### src/pwc_pkg.sv
// Shared types and codes for the power window controller.
`timescale 1ns / 1ps

package pwc_pkg;

    localparam int unsigned OtWidth    = 10;
    localparam int unsigned RtWidth    = 12;
    localparam int unsigned TimerWidth = 12;

    // Register indexes on the configuration port
    localparam logic [1:0] REG_ONE_TOUCH = 2'd0;
    localparam logic [1:0] REG_REVERSE   = 2'd1;

    localparam logic [OtWidth-1:0] ONE_TOUCH_RESET = 10'd100;
    localparam logic [RtWidth-1:0] REVERSE_RESET   = 12'd500;

    // Phase codes
    localparam logic [2:0] PH_IDLE       = 3'd0;
    localparam logic [2:0] PH_JUDGE_UP   = 3'd1;
    localparam logic [2:0] PH_JUDGE_DOWN = 3'd2;
    localparam logic [2:0] PH_HELD_UP    = 3'd3;
    localparam logic [2:0] PH_HELD_DOWN  = 3'd4;
    localparam logic [2:0] PH_REVERSE    = 3'd5;

    // Position codes
    localparam logic [2:0] POS_FULL_UP   = 3'd0;
    localparam logic [2:0] POS_FULL_DOWN = 3'd1;
    localparam logic [2:0] POS_BETWEEN   = 3'd2;
    localparam logic [2:0] POS_MAN_UP    = 3'd3;
    localparam logic [2:0] POS_MAN_DOWN  = 3'd4;
    localparam logic [2:0] POS_AUTO_UP   = 3'd5;
    localparam logic [2:0] POS_AUTO_DOWN = 3'd6;

    // Motor codes
    localparam logic [1:0] MOT_OFF  = 2'd0;
    localparam logic [1:0] MOT_UP   = 2'd1;
    localparam logic [1:0] MOT_DOWN = 2'd2;

    typedef struct packed {
        logic up_button;
        logic down_button;
        logic limit_hit;
        logic jam_seen;
    } lane_in_t;

    typedef struct packed {
        logic [1:0] motor;
        logic [2:0] position;
    } lane_out_t;

    typedef struct packed {
        lane_out_t w1;
        lane_out_t w2;
    } result_t;

endpackage

### src/pwc_lane.sv
// One window lane: per-tick state update for a single window.
`timescale 1ns / 1ps

module pwc_lane (
    input  logic                             aclk,
    input  logic                             aresetn,
    input  logic                             advance,
    input  pwc_pkg::lane_in_t                lane_in,
    input  logic [pwc_pkg::OtWidth-1:0]      one_touch_ticks,
    input  logic [pwc_pkg::RtWidth-1:0]      reverse_ticks,
    output pwc_pkg::lane_out_t               lane_out
);

    logic [2:0]                         pos_reg, pos_next;
    logic [2:0]                         phase_reg, phase_next;
    logic [pwc_pkg::TimerWidth-1:0]     timer_reg, timer_next;
    logic [1:0]                         motor_reg, motor_next;
    logic                               last_up_reg, last_up_next;
    logic                               last_down_reg, last_down_next;

    logic [pwc_pkg::TimerWidth-1:0]     ot_load;
    logic [pwc_pkg::TimerWidth-1:0]     rt_load;
    logic [pwc_pkg::TimerWidth-1:0]     timer_dec;
    logic [2:0]                         pos_lim;
    logic                               jam_take;
    logic                               up_edge;
    logic                               down_edge;
    logic                               level;

    // A zero register value acts as one
    assign ot_load = (one_touch_ticks == '0) ? pwc_pkg::TimerWidth'(1)
                                              : pwc_pkg::TimerWidth'(one_touch_ticks);
    assign rt_load = (reverse_ticks == '0) ? pwc_pkg::TimerWidth'(1) : reverse_ticks;
    assign timer_dec = timer_reg - pwc_pkg::TimerWidth'(1);

    assign up_edge   = lane_in.up_button & ~last_up_reg;
    assign down_edge = lane_in.down_button & ~last_down_reg;
    assign jam_take  = ~lane_in.limit_hit & lane_in.jam_seen &
                       (pos_reg == pwc_pkg::POS_AUTO_UP) & (phase_reg != pwc_pkg::PH_REVERSE);

    always_comb begin
        pos_next       = pos_reg;
        phase_next     = phase_reg;
        timer_next     = timer_reg;
        motor_next     = motor_reg;
        last_up_next   = lane_in.up_button;
        last_down_next = lane_in.down_button;
        level          = 1'b0;
        pos_lim        = pos_reg;

        // Limit first: it wins over a jam in the same tick
        if (lane_in.limit_hit) begin
            if (pos_reg inside {pwc_pkg::POS_MAN_UP, pwc_pkg::POS_AUTO_UP}) begin
                motor_next = pwc_pkg::MOT_OFF;
                pos_lim    = pwc_pkg::POS_FULL_UP;
            end else if (pos_reg inside {pwc_pkg::POS_MAN_DOWN, pwc_pkg::POS_AUTO_DOWN}) begin
                motor_next = pwc_pkg::MOT_OFF;
                pos_lim    = pwc_pkg::POS_FULL_DOWN;
            end
        end
        pos_next = pos_lim;

        if (jam_take) begin
            pos_next   = pwc_pkg::POS_AUTO_DOWN;
            motor_next = pwc_pkg::MOT_DOWN;
            phase_next = pwc_pkg::PH_REVERSE;
            timer_next = rt_load;
        end else begin
            case (phase_reg)
                pwc_pkg::PH_IDLE: begin
                    if (up_edge && (pos_lim inside {pwc_pkg::POS_BETWEEN, pwc_pkg::POS_FULL_DOWN,
                                    pwc_pkg::POS_MAN_DOWN, pwc_pkg::POS_AUTO_DOWN})) begin
                        phase_next = pwc_pkg::PH_JUDGE_UP;
                        timer_next = ot_load;
                    end else if (down_edge && (pos_lim inside {pwc_pkg::POS_BETWEEN,
                                 pwc_pkg::POS_FULL_UP, pwc_pkg::POS_MAN_UP,
                                 pwc_pkg::POS_AUTO_UP})) begin
                        phase_next = pwc_pkg::PH_JUDGE_DOWN;
                        timer_next = ot_load;
                    end
                end
                pwc_pkg::PH_JUDGE_UP, pwc_pkg::PH_JUDGE_DOWN: begin
                    timer_next = timer_dec;
                    if (timer_dec == '0) begin
                        if (phase_reg == pwc_pkg::PH_JUDGE_UP) begin
                            motor_next = pwc_pkg::MOT_UP;
                            if (!lane_in.up_button) begin
                                pos_next   = pwc_pkg::POS_AUTO_UP;
                                phase_next = pwc_pkg::PH_IDLE;
                            end else begin
                                pos_next   = pwc_pkg::POS_MAN_UP;
                                phase_next = pwc_pkg::PH_HELD_UP;
                            end
                        end else begin
                            motor_next = pwc_pkg::MOT_DOWN;
                            if (!lane_in.down_button) begin
                                pos_next   = pwc_pkg::POS_AUTO_DOWN;
                                phase_next = pwc_pkg::PH_IDLE;
                            end else begin
                                pos_next   = pwc_pkg::POS_MAN_DOWN;
                                phase_next = pwc_pkg::PH_HELD_DOWN;
                            end
                        end
                    end
                end
                pwc_pkg::PH_HELD_UP, pwc_pkg::PH_HELD_DOWN: begin
                    level = (phase_reg == pwc_pkg::PH_HELD_UP) ? lane_in.up_button
                                                               : lane_in.down_button;
                    if (!level) begin
                        // Stop in between only if still moving manually that way
                        if ((phase_reg == pwc_pkg::PH_HELD_UP && pos_lim == pwc_pkg::POS_MAN_UP) ||
                            (phase_reg == pwc_pkg::PH_HELD_DOWN &&
                             pos_lim == pwc_pkg::POS_MAN_DOWN)) begin
                            motor_next = pwc_pkg::MOT_OFF;
                            pos_next   = pwc_pkg::POS_BETWEEN;
                        end
                        phase_next = pwc_pkg::PH_IDLE;
                    end
                end
                pwc_pkg::PH_REVERSE: begin
                    timer_next = timer_dec;
                    if (timer_dec == '0) begin
                        motor_next = pwc_pkg::MOT_OFF;
                        if (pos_lim == pwc_pkg::POS_AUTO_DOWN) begin
                            pos_next = pwc_pkg::POS_BETWEEN;
                        end
                        phase_next = pwc_pkg::PH_IDLE;
                    end
                end
                default: begin
                    phase_next = pwc_pkg::PH_IDLE;
                end
            endcase
        end
    end

    always_ff @(posedge aclk) begin
        if (!aresetn) begin
            pos_reg       <= pwc_pkg::POS_FULL_UP;
            phase_reg     <= pwc_pkg::PH_IDLE;
            timer_reg     <= '0;
            motor_reg     <= pwc_pkg::MOT_OFF;
            last_up_reg   <= 1'b0;
            last_down_reg <= 1'b0;
        end else if (advance) begin
            pos_reg       <= pos_next;
            phase_reg     <= phase_next;
            timer_reg     <= timer_next;
            motor_reg     <= motor_next;
            last_up_reg   <= last_up_next;
            last_down_reg <= last_down_next;
        end
    end

    // The result of a tick is the state after it
    assign lane_out.motor    = motor_next;
    assign lane_out.position = pos_next;

endmodule

### src/pwc_merge.sv
// Merge stage: joins both lane results into one output register with a skid slot.
`timescale 1ns / 1ps

module pwc_merge (
    input  logic               aclk,
    input  logic               aresetn,
    input  logic               in_xfer,
    input  pwc_pkg::lane_out_t w1_in,
    input  pwc_pkg::lane_out_t w2_in,
    output logic               in_ready,
    output logic               out_valid,
    input  logic               out_ready,
    output pwc_pkg::result_t   out_data
);

    pwc_pkg::result_t merged;
    pwc_pkg::result_t out_data_reg, out_data_next;
    pwc_pkg::result_t skid_data_reg, skid_data_next;
    logic             out_valid_reg, out_valid_next;
    logic             skid_valid_reg, skid_valid_next;

    assign merged.w1 = w1_in;
    assign merged.w2 = w2_in;

    always_comb begin
        out_data_next   = out_data_reg;
        out_valid_next  = out_valid_reg;
        skid_data_next  = skid_data_reg;
        skid_valid_next = skid_valid_reg;
        if (out_valid_reg && !out_ready) begin
            // Output stalled: park a new result in the skid slot
            if (in_xfer) begin
                skid_data_next  = merged;
                skid_valid_next = 1'b1;
            end
        end else if (skid_valid_reg) begin
            out_data_next   = skid_data_reg;
            out_valid_next  = 1'b1;
            skid_valid_next = 1'b0;
        end else begin
            out_data_next  = merged;
            out_valid_next = in_xfer;
        end
    end

    always_ff @(posedge aclk) begin
        if (!aresetn) begin
            out_valid_reg  <= 1'b0;
            skid_valid_reg <= 1'b0;
        end else begin
            out_valid_reg  <= out_valid_next;
            skid_valid_reg <= skid_valid_next;
        end
    end

    always_ff @(posedge aclk) begin
        out_data_reg  <= out_data_next;
        skid_data_reg <= skid_data_next;
    end

    assign in_ready  = ~skid_valid_reg;
    assign out_valid = out_valid_reg;
    assign out_data  = out_data_reg;

endmodule

### src/power_window_controller.sv
// A tick's result is registered in the merge output register, or in its skid slot while the output stalls.
// Throughput: one tick per cycle while the skid slot is empty; both window lanes update in the same cycle.
// An output register plus a skid slot keep input open while one result waits.
// Reset (aresetn low, synchronous): both windows fully up, idle, motors off,
// registers back to 100 and 500 ticks, no result pending.
`timescale 1ns / 1ps

module power_window_controller (
    input  logic        aclk,
    input  logic        aresetn,
    input  logic        cfg_valid,
    output logic        cfg_ready,
    input  logic [1:0]  cfg_index,
    input  logic [11:0] cfg_data,
    input  logic        s_valid,
    output logic        s_ready,
    input  logic        s_w1_up_button,
    input  logic        s_w1_down_button,
    input  logic        s_w1_limit_hit,
    input  logic        s_w1_jam_seen,
    input  logic        s_w2_up_button,
    input  logic        s_w2_down_button,
    input  logic        s_w2_limit_hit,
    input  logic        s_w2_jam_seen,
    output logic        m_valid,
    input  logic        m_ready,
    output logic [1:0]  m_w1_motor,
    output logic [2:0]  m_w1_position,
    output logic [1:0]  m_w2_motor,
    output logic [2:0]  m_w2_position
);

    logic [pwc_pkg::OtWidth-1:0] one_touch_reg;
    logic [pwc_pkg::RtWidth-1:0] reverse_reg;
    logic                        in_xfer;
    pwc_pkg::lane_in_t           w1_in;
    pwc_pkg::lane_in_t           w2_in;
    pwc_pkg::lane_out_t          w1_out;
    pwc_pkg::lane_out_t          w2_out;
    pwc_pkg::result_t            result;

    assign cfg_ready = 1'b1;

    always_ff @(posedge aclk) begin
        if (!aresetn) begin
            one_touch_reg <= pwc_pkg::ONE_TOUCH_RESET;
            reverse_reg   <= pwc_pkg::REVERSE_RESET;
        end else if (cfg_valid) begin
            case (cfg_index)
                pwc_pkg::REG_ONE_TOUCH: one_touch_reg <= cfg_data[pwc_pkg::OtWidth-1:0];
                pwc_pkg::REG_REVERSE:   reverse_reg   <= cfg_data;
                default: begin
                end
            endcase
        end
    end

    assign in_xfer = s_valid & s_ready;

    assign w1_in = '{up_button: s_w1_up_button, down_button: s_w1_down_button,
                     limit_hit: s_w1_limit_hit, jam_seen: s_w1_jam_seen};
    assign w2_in = '{up_button: s_w2_up_button, down_button: s_w2_down_button,
                     limit_hit: s_w2_limit_hit, jam_seen: s_w2_jam_seen};

    pwc_lane u_lane_w1 (
        .aclk            (aclk),
        .aresetn         (aresetn),
        .advance         (in_xfer),
        .lane_in         (w1_in),
        .one_touch_ticks (one_touch_reg),
        .reverse_ticks   (reverse_reg),
        .lane_out        (w1_out)
    );

    pwc_lane u_lane_w2 (
        .aclk            (aclk),
        .aresetn         (aresetn),
        .advance         (in_xfer),
        .lane_in         (w2_in),
        .one_touch_ticks (one_touch_reg),
        .reverse_ticks   (reverse_reg),
        .lane_out        (w2_out)
    );

    pwc_merge u_merge (
        .aclk      (aclk),
        .aresetn   (aresetn),
        .in_xfer   (in_xfer),
        .w1_in     (w1_out),
        .w2_in     (w2_out),
        .in_ready  (s_ready),
        .out_valid (m_valid),
        .out_ready (m_ready),
        .out_data  (result)
    );

    assign m_w1_motor    = result.w1.motor;
    assign m_w1_position = result.w1.position;
    assign m_w2_motor    = result.w2.motor;
    assign m_w2_position = result.w2.position;

endmodule

### config.mk
export PLATFORM = sky130hd
export DESIGN_NAME = power_window_controller
export DESIGN_NICKNAME = d
export VERILOG_FILES = /design/src/pwc_pkg.sv /design/src/pwc_lane.sv /design/src/pwc_merge.sv /design/src/power_window_controller.sv
export SDC_FILE = /design/constraint.sdc
export NUM_CORES = 1
export LEC_CHECK = 0
export ABC_CLOCK_PERIOD_IN_PS = 3600
export BUFFER_PORTS_ARGS = -buffer_cell sky130_fd_sc_hd__buf_2
export CAP_MARGIN = 10
export CORE_MARGIN = 2
export CORE_UTILIZATION = 60
export CTS_CLUSTER_SIZE = 20
export DETAILED_ROUTE_END_ITERATION = 8
export PLACE_DENSITY = 0.89
export SYNTH_ARGS = -nofsm -noshare
export SYNTH_HDL_FRONTEND = slang
export SYNTH_SLANG_ARGS = --single-unit
### constraint.sdc
create_clock -name aclk -period 3.6 [get_ports aclk]
set_input_delay 0 -clock aclk [delete_from_list [all_inputs] [get_ports aclk]]
set_output_delay 0 -clock aclk [all_outputs]
set_load 0.005 [all_outputs]
==> run_results.csv <==
group,metric,value,unit
power,total_power,3.92,mW
detailed_routing,drtAntennaViolNets,0,
timing,tns,0,ps
critical_path,cp.arrival,3330,ps
critical_path,slowest_stage,"or4_1",
timing,slew_headroom,0.232,
clock_network,clock_latency,350,ps
grt,grt_overflow_total,0,
min_path,hold-path-endpoint,"one_touch_reg[5]$_SDFFE_PN1P_",
finish,fin_nets,725,
grt,gr-usage-all-layers,0.291,
critical_path,reg2reg_slack,380,ps
critical_path,required,3710,ps
power,clockPowerShare,0.171,
timing,min_period,3220,ps
min_path,min_from,"aresetn",
die,core,8680,sq um
clock_network,root_buffer,"clkbuf_8",
power,switching_share,0.420,
synth,syn_area_per_cell,7.99,sq um
synth,ys_ff_latch,88,
finish,fillCellCount,697,
finish,area_growth,10.4,%
grt,grt_pass1_vias,4886,
detailed_routing,routed_via_density,6.40,
placed_design,placed_cells,774,
timing,fmax,311,MHz
synth,yosysTopAreaCell,"dfxtp_1",
timing,finalSetupViolations,0,
die,dieWidth,98.4,um
critical_path,cp_cell_sequence,"inv_1 -> ha_1 -> xor2_1 -> or4_1 -> a2111oi_1 -> o2111a_1 -> a31oi_1 -> a211o_1 -> mux2_2",
power,power_switching,1.65,mW
detailed_routing,drtPass1Iterations,6,
placed_design,hpwl,9.56,mm
timing,tightest_slew,1150,ps
placed_design,gp_congestion,0.949,
detailed_routing,dr_total_vias,5167,
finish,utilization,0.679,
detailed_routing,drt_iter0_markers,315,
synth,yosys_warnings,0,
timing,finalCritPeriodShare,0.894,
synth,synth_edf_count,20,
min_path,whs_path_depth,2,
synth,syn_nets,700,
grt,antenna_found_initial,0,
synth,yosysMostFrequentCell,"nand2_1",
timing,finClkSkew,7.46,ps
synth,synth_largest_type_area_fraction,0.255,
clock_network,cts_resized,0,
finish,diodes,0,
synth,synth_area_leaders,"dfxtp_1 25%, edfxtp_1 11%, nand2_1 6.9%",
power,p_comb_frac,0.459,
power,vdd_drop_max,0.371,mV
min_path,hold_class,"input pin to flop",
critical_path,r2r-end,"u_merge.out_data[7]$_DFFE_PN_",
die,rows,34,
finish,drive_gt1_frac,0.144,
critical_path,r2r-start,"u_lane_w1.timer_reg[0]$_SDFFE_PN0P_",
synth,synth_top_cells_by_count,"98 x nand2_1, 68 x dfxtp_1, 64 x nor2_1",
critical_path,startpoint_type,"flop",
clock_network,holdBufCountCts,17,
synth,synth_seq_area_share,0.367,
clock_network,cts_tree,"yes",
timing,slew_viol_final,0,
critical_path,worstSetupPathType,"flop to flop",
clock_network,cts_buffer_depth,2,
die,die_y,98.4,um
detailed_routing,totalWireLength,13.9,mm
power,leakagePower,2.20,nW
clock_network,cts.sink_count,88,
power,power_per_cell_area,665,nW/um^2
finish,seqCellArea,1960,sq um
synth,synthFlopType,"dfxtp_1",
finish,multi_input_area,3110,sq um
finish,fin_cells,807,
synth,synth_cell_type_count,77,
status,status,"completed",
die,pin_count,40,
detailed_routing,wire_per_inst,17.2,um
critical_path,r2r_cells,9,
job,maxCapViolations,0,
synth,syn_area,5340,sq um
die,start_util,0.616,
power,p_int,2.27,mW
detailed_routing,drc,0,
critical_path,cp_max_fo,11,
synth,ys_async_sr_fraction,0,
critical_path,endpoint_kind,"flop",
synth,synthCells,669,
clock_network,clkTransAtPathRegs,90,ps
placed_design,portBuffers,38,
power,seqPwrFrac,0.370,
critical_path,slowest_delay,510,ps
grt,grt_max_degree,27,
grt,grt_pass1_wl,23.3,mm
timing,rsz0062_at_grt,"false",
clock_network,cts_setup_buffers,0,
clock_network,htreeDepth,3,
clock_network,numCtsBuffers,9,
die,die_area,9670,sq um
timing,finalHoldViolCount,0,
-- worst max-delay path by stage --
stage	from	to	slack (ps)	cells past startpoint
5_1_grt	u_lane_w1.timer_reg[0]$_SDFFE_PN0P_	u_lane_w1.phase_reg[2]$_SDFFE_PN0P_	140	9
4_1_cts	u_lane_w1.timer_reg[0]$_SDFFE_PN0P_	u_merge.out_data[7]$_DFFE_PN_	410	9
3_5_place_dp	u_lane_w1.timer_reg[0]$_SDFFE_PN0P_	u_merge.out_data[7]$_DFFE_PN_	430	9
6_report	u_lane_w1.timer_reg[0]$_SDFFE_PN0P_	u_merge.out_data[7]$_DFFE_PN_	380	9
2_1_floorplan	u_lane_w1.timer_reg[0]$_SDFFE_PN0P_	u_merge.out_data[7]$_DFFE_PN_	770	10
3_3_place_gp	u_lane_w1.timer_reg[0]$_SDFFE_PN0P_	u_merge.out_data[7]$_DFFE_PN_	570	9
-- cells by family after synthesis --
group	count (synthesis)	synth area share
mux	12	0.0251
xor+xnor	20	0.0328
flops	88	0.367
fa+ha+maj	4	0.00937
compound gates	196	0.255
other cells	1	0.000702
buf+inv	69	0.0522
simple gates	279	0.258
-- routing by layer --
metal / part of all wire / GRT usage / vias up
met5: 0 / 0 / -
met4: 0.022 / 0.105 / 0
met3: 0.074 / 0.0429 / 37
met2: 0.50 / 0.503 / 223
met1: 0.41 / 0.369 / 2410
li1: - / - / 2497
-- area by class of cell --
cell class | count | area share
Clock inverter | 6 | 0.0102
Sequential cell | 88 | 0.333
Inverter | 19 | 0.0121
Timing Repair Buffer | 64 | 0.0726
Multi-Input combinational cell | 512 | 0.528
Clock buffer | 10 | 0.0216
Tap cell | 108 | 0.0229
-- through the flow --
| step | hold WS (ps) | instance area, sq um | worst slack, ps |
|---|---|---|---|
| 3_5_place_dp | 227 | 5540 | 426 |
| 5_1_grt | 115 | 5900 | 137 |
| 2_1_floorplan | 124 | 5340 | 773 |
| 6_report | 96.0 | 5900 | 382 |
| 3_3_place_gp | 227 | 5540 | 568 |
| 4_1_cts | 75.3 | 5900 | 408 |
-- critical path, delay by kind of cell (launching register included) --
kind | cells | cell delay, ps
adder cells (fa/ha/maj) | 1 | 250
AO/OA/AOI/OAI | 4 | 1260
AND/OR/NAND/NOR | 1 | 510
buffers and inverters | 1 | 70
flip-flops | 1 | 440
multiplexers | 1 | 270
XOR/XNOR | 1 | 180
-- power by group through the flow --
stage,Sequential (mW),Clock (mW),Combinational [mW]
finish,1.45,0.672,1.80
CTS,1.44,0.674,1.78
global placement,1.45,0,1.70
detailed placement,1.46,0,1.75
global route,1.48,0.710,2.01
floorplan,1.29,0,1.56
-- placed cells by master (no fill, tap or decap), types with 4 or more instances in the layout --
cell type / n
inv_1: 17
buf_4: 9
a22oi_1: 4
or4_1: 5
or3b_2: 4
mux2i_1: 4
nor4_1: 9
nor2b_1: 9
a311oi_1: 8
o211ai_1: 8
o21ai_0: 30
nor3_1: 11
a31oi_1: 7
clkbuf_8: 9
ha_1: 4
nand3b_1: 5
and3_1: 5
edfxtp_1: 20
xor2_1: 7
a21oi_1: 51
mux2_2: 7
o31ai_1: 9
buf_2: 38
dfxtp_1: 68
nand2b_1: 13
a211oi_1: 32
nor2_1: 64
a21o_1: 4
nand4_1: 4
o21ba_2: 5
xnor2_1: 13
nand2_1: 98
or2_2: 4
dlygate4sd3_1: 17
nor3b_1: 4
nand3_1: 25
Power figures use the tool's default switching activity.
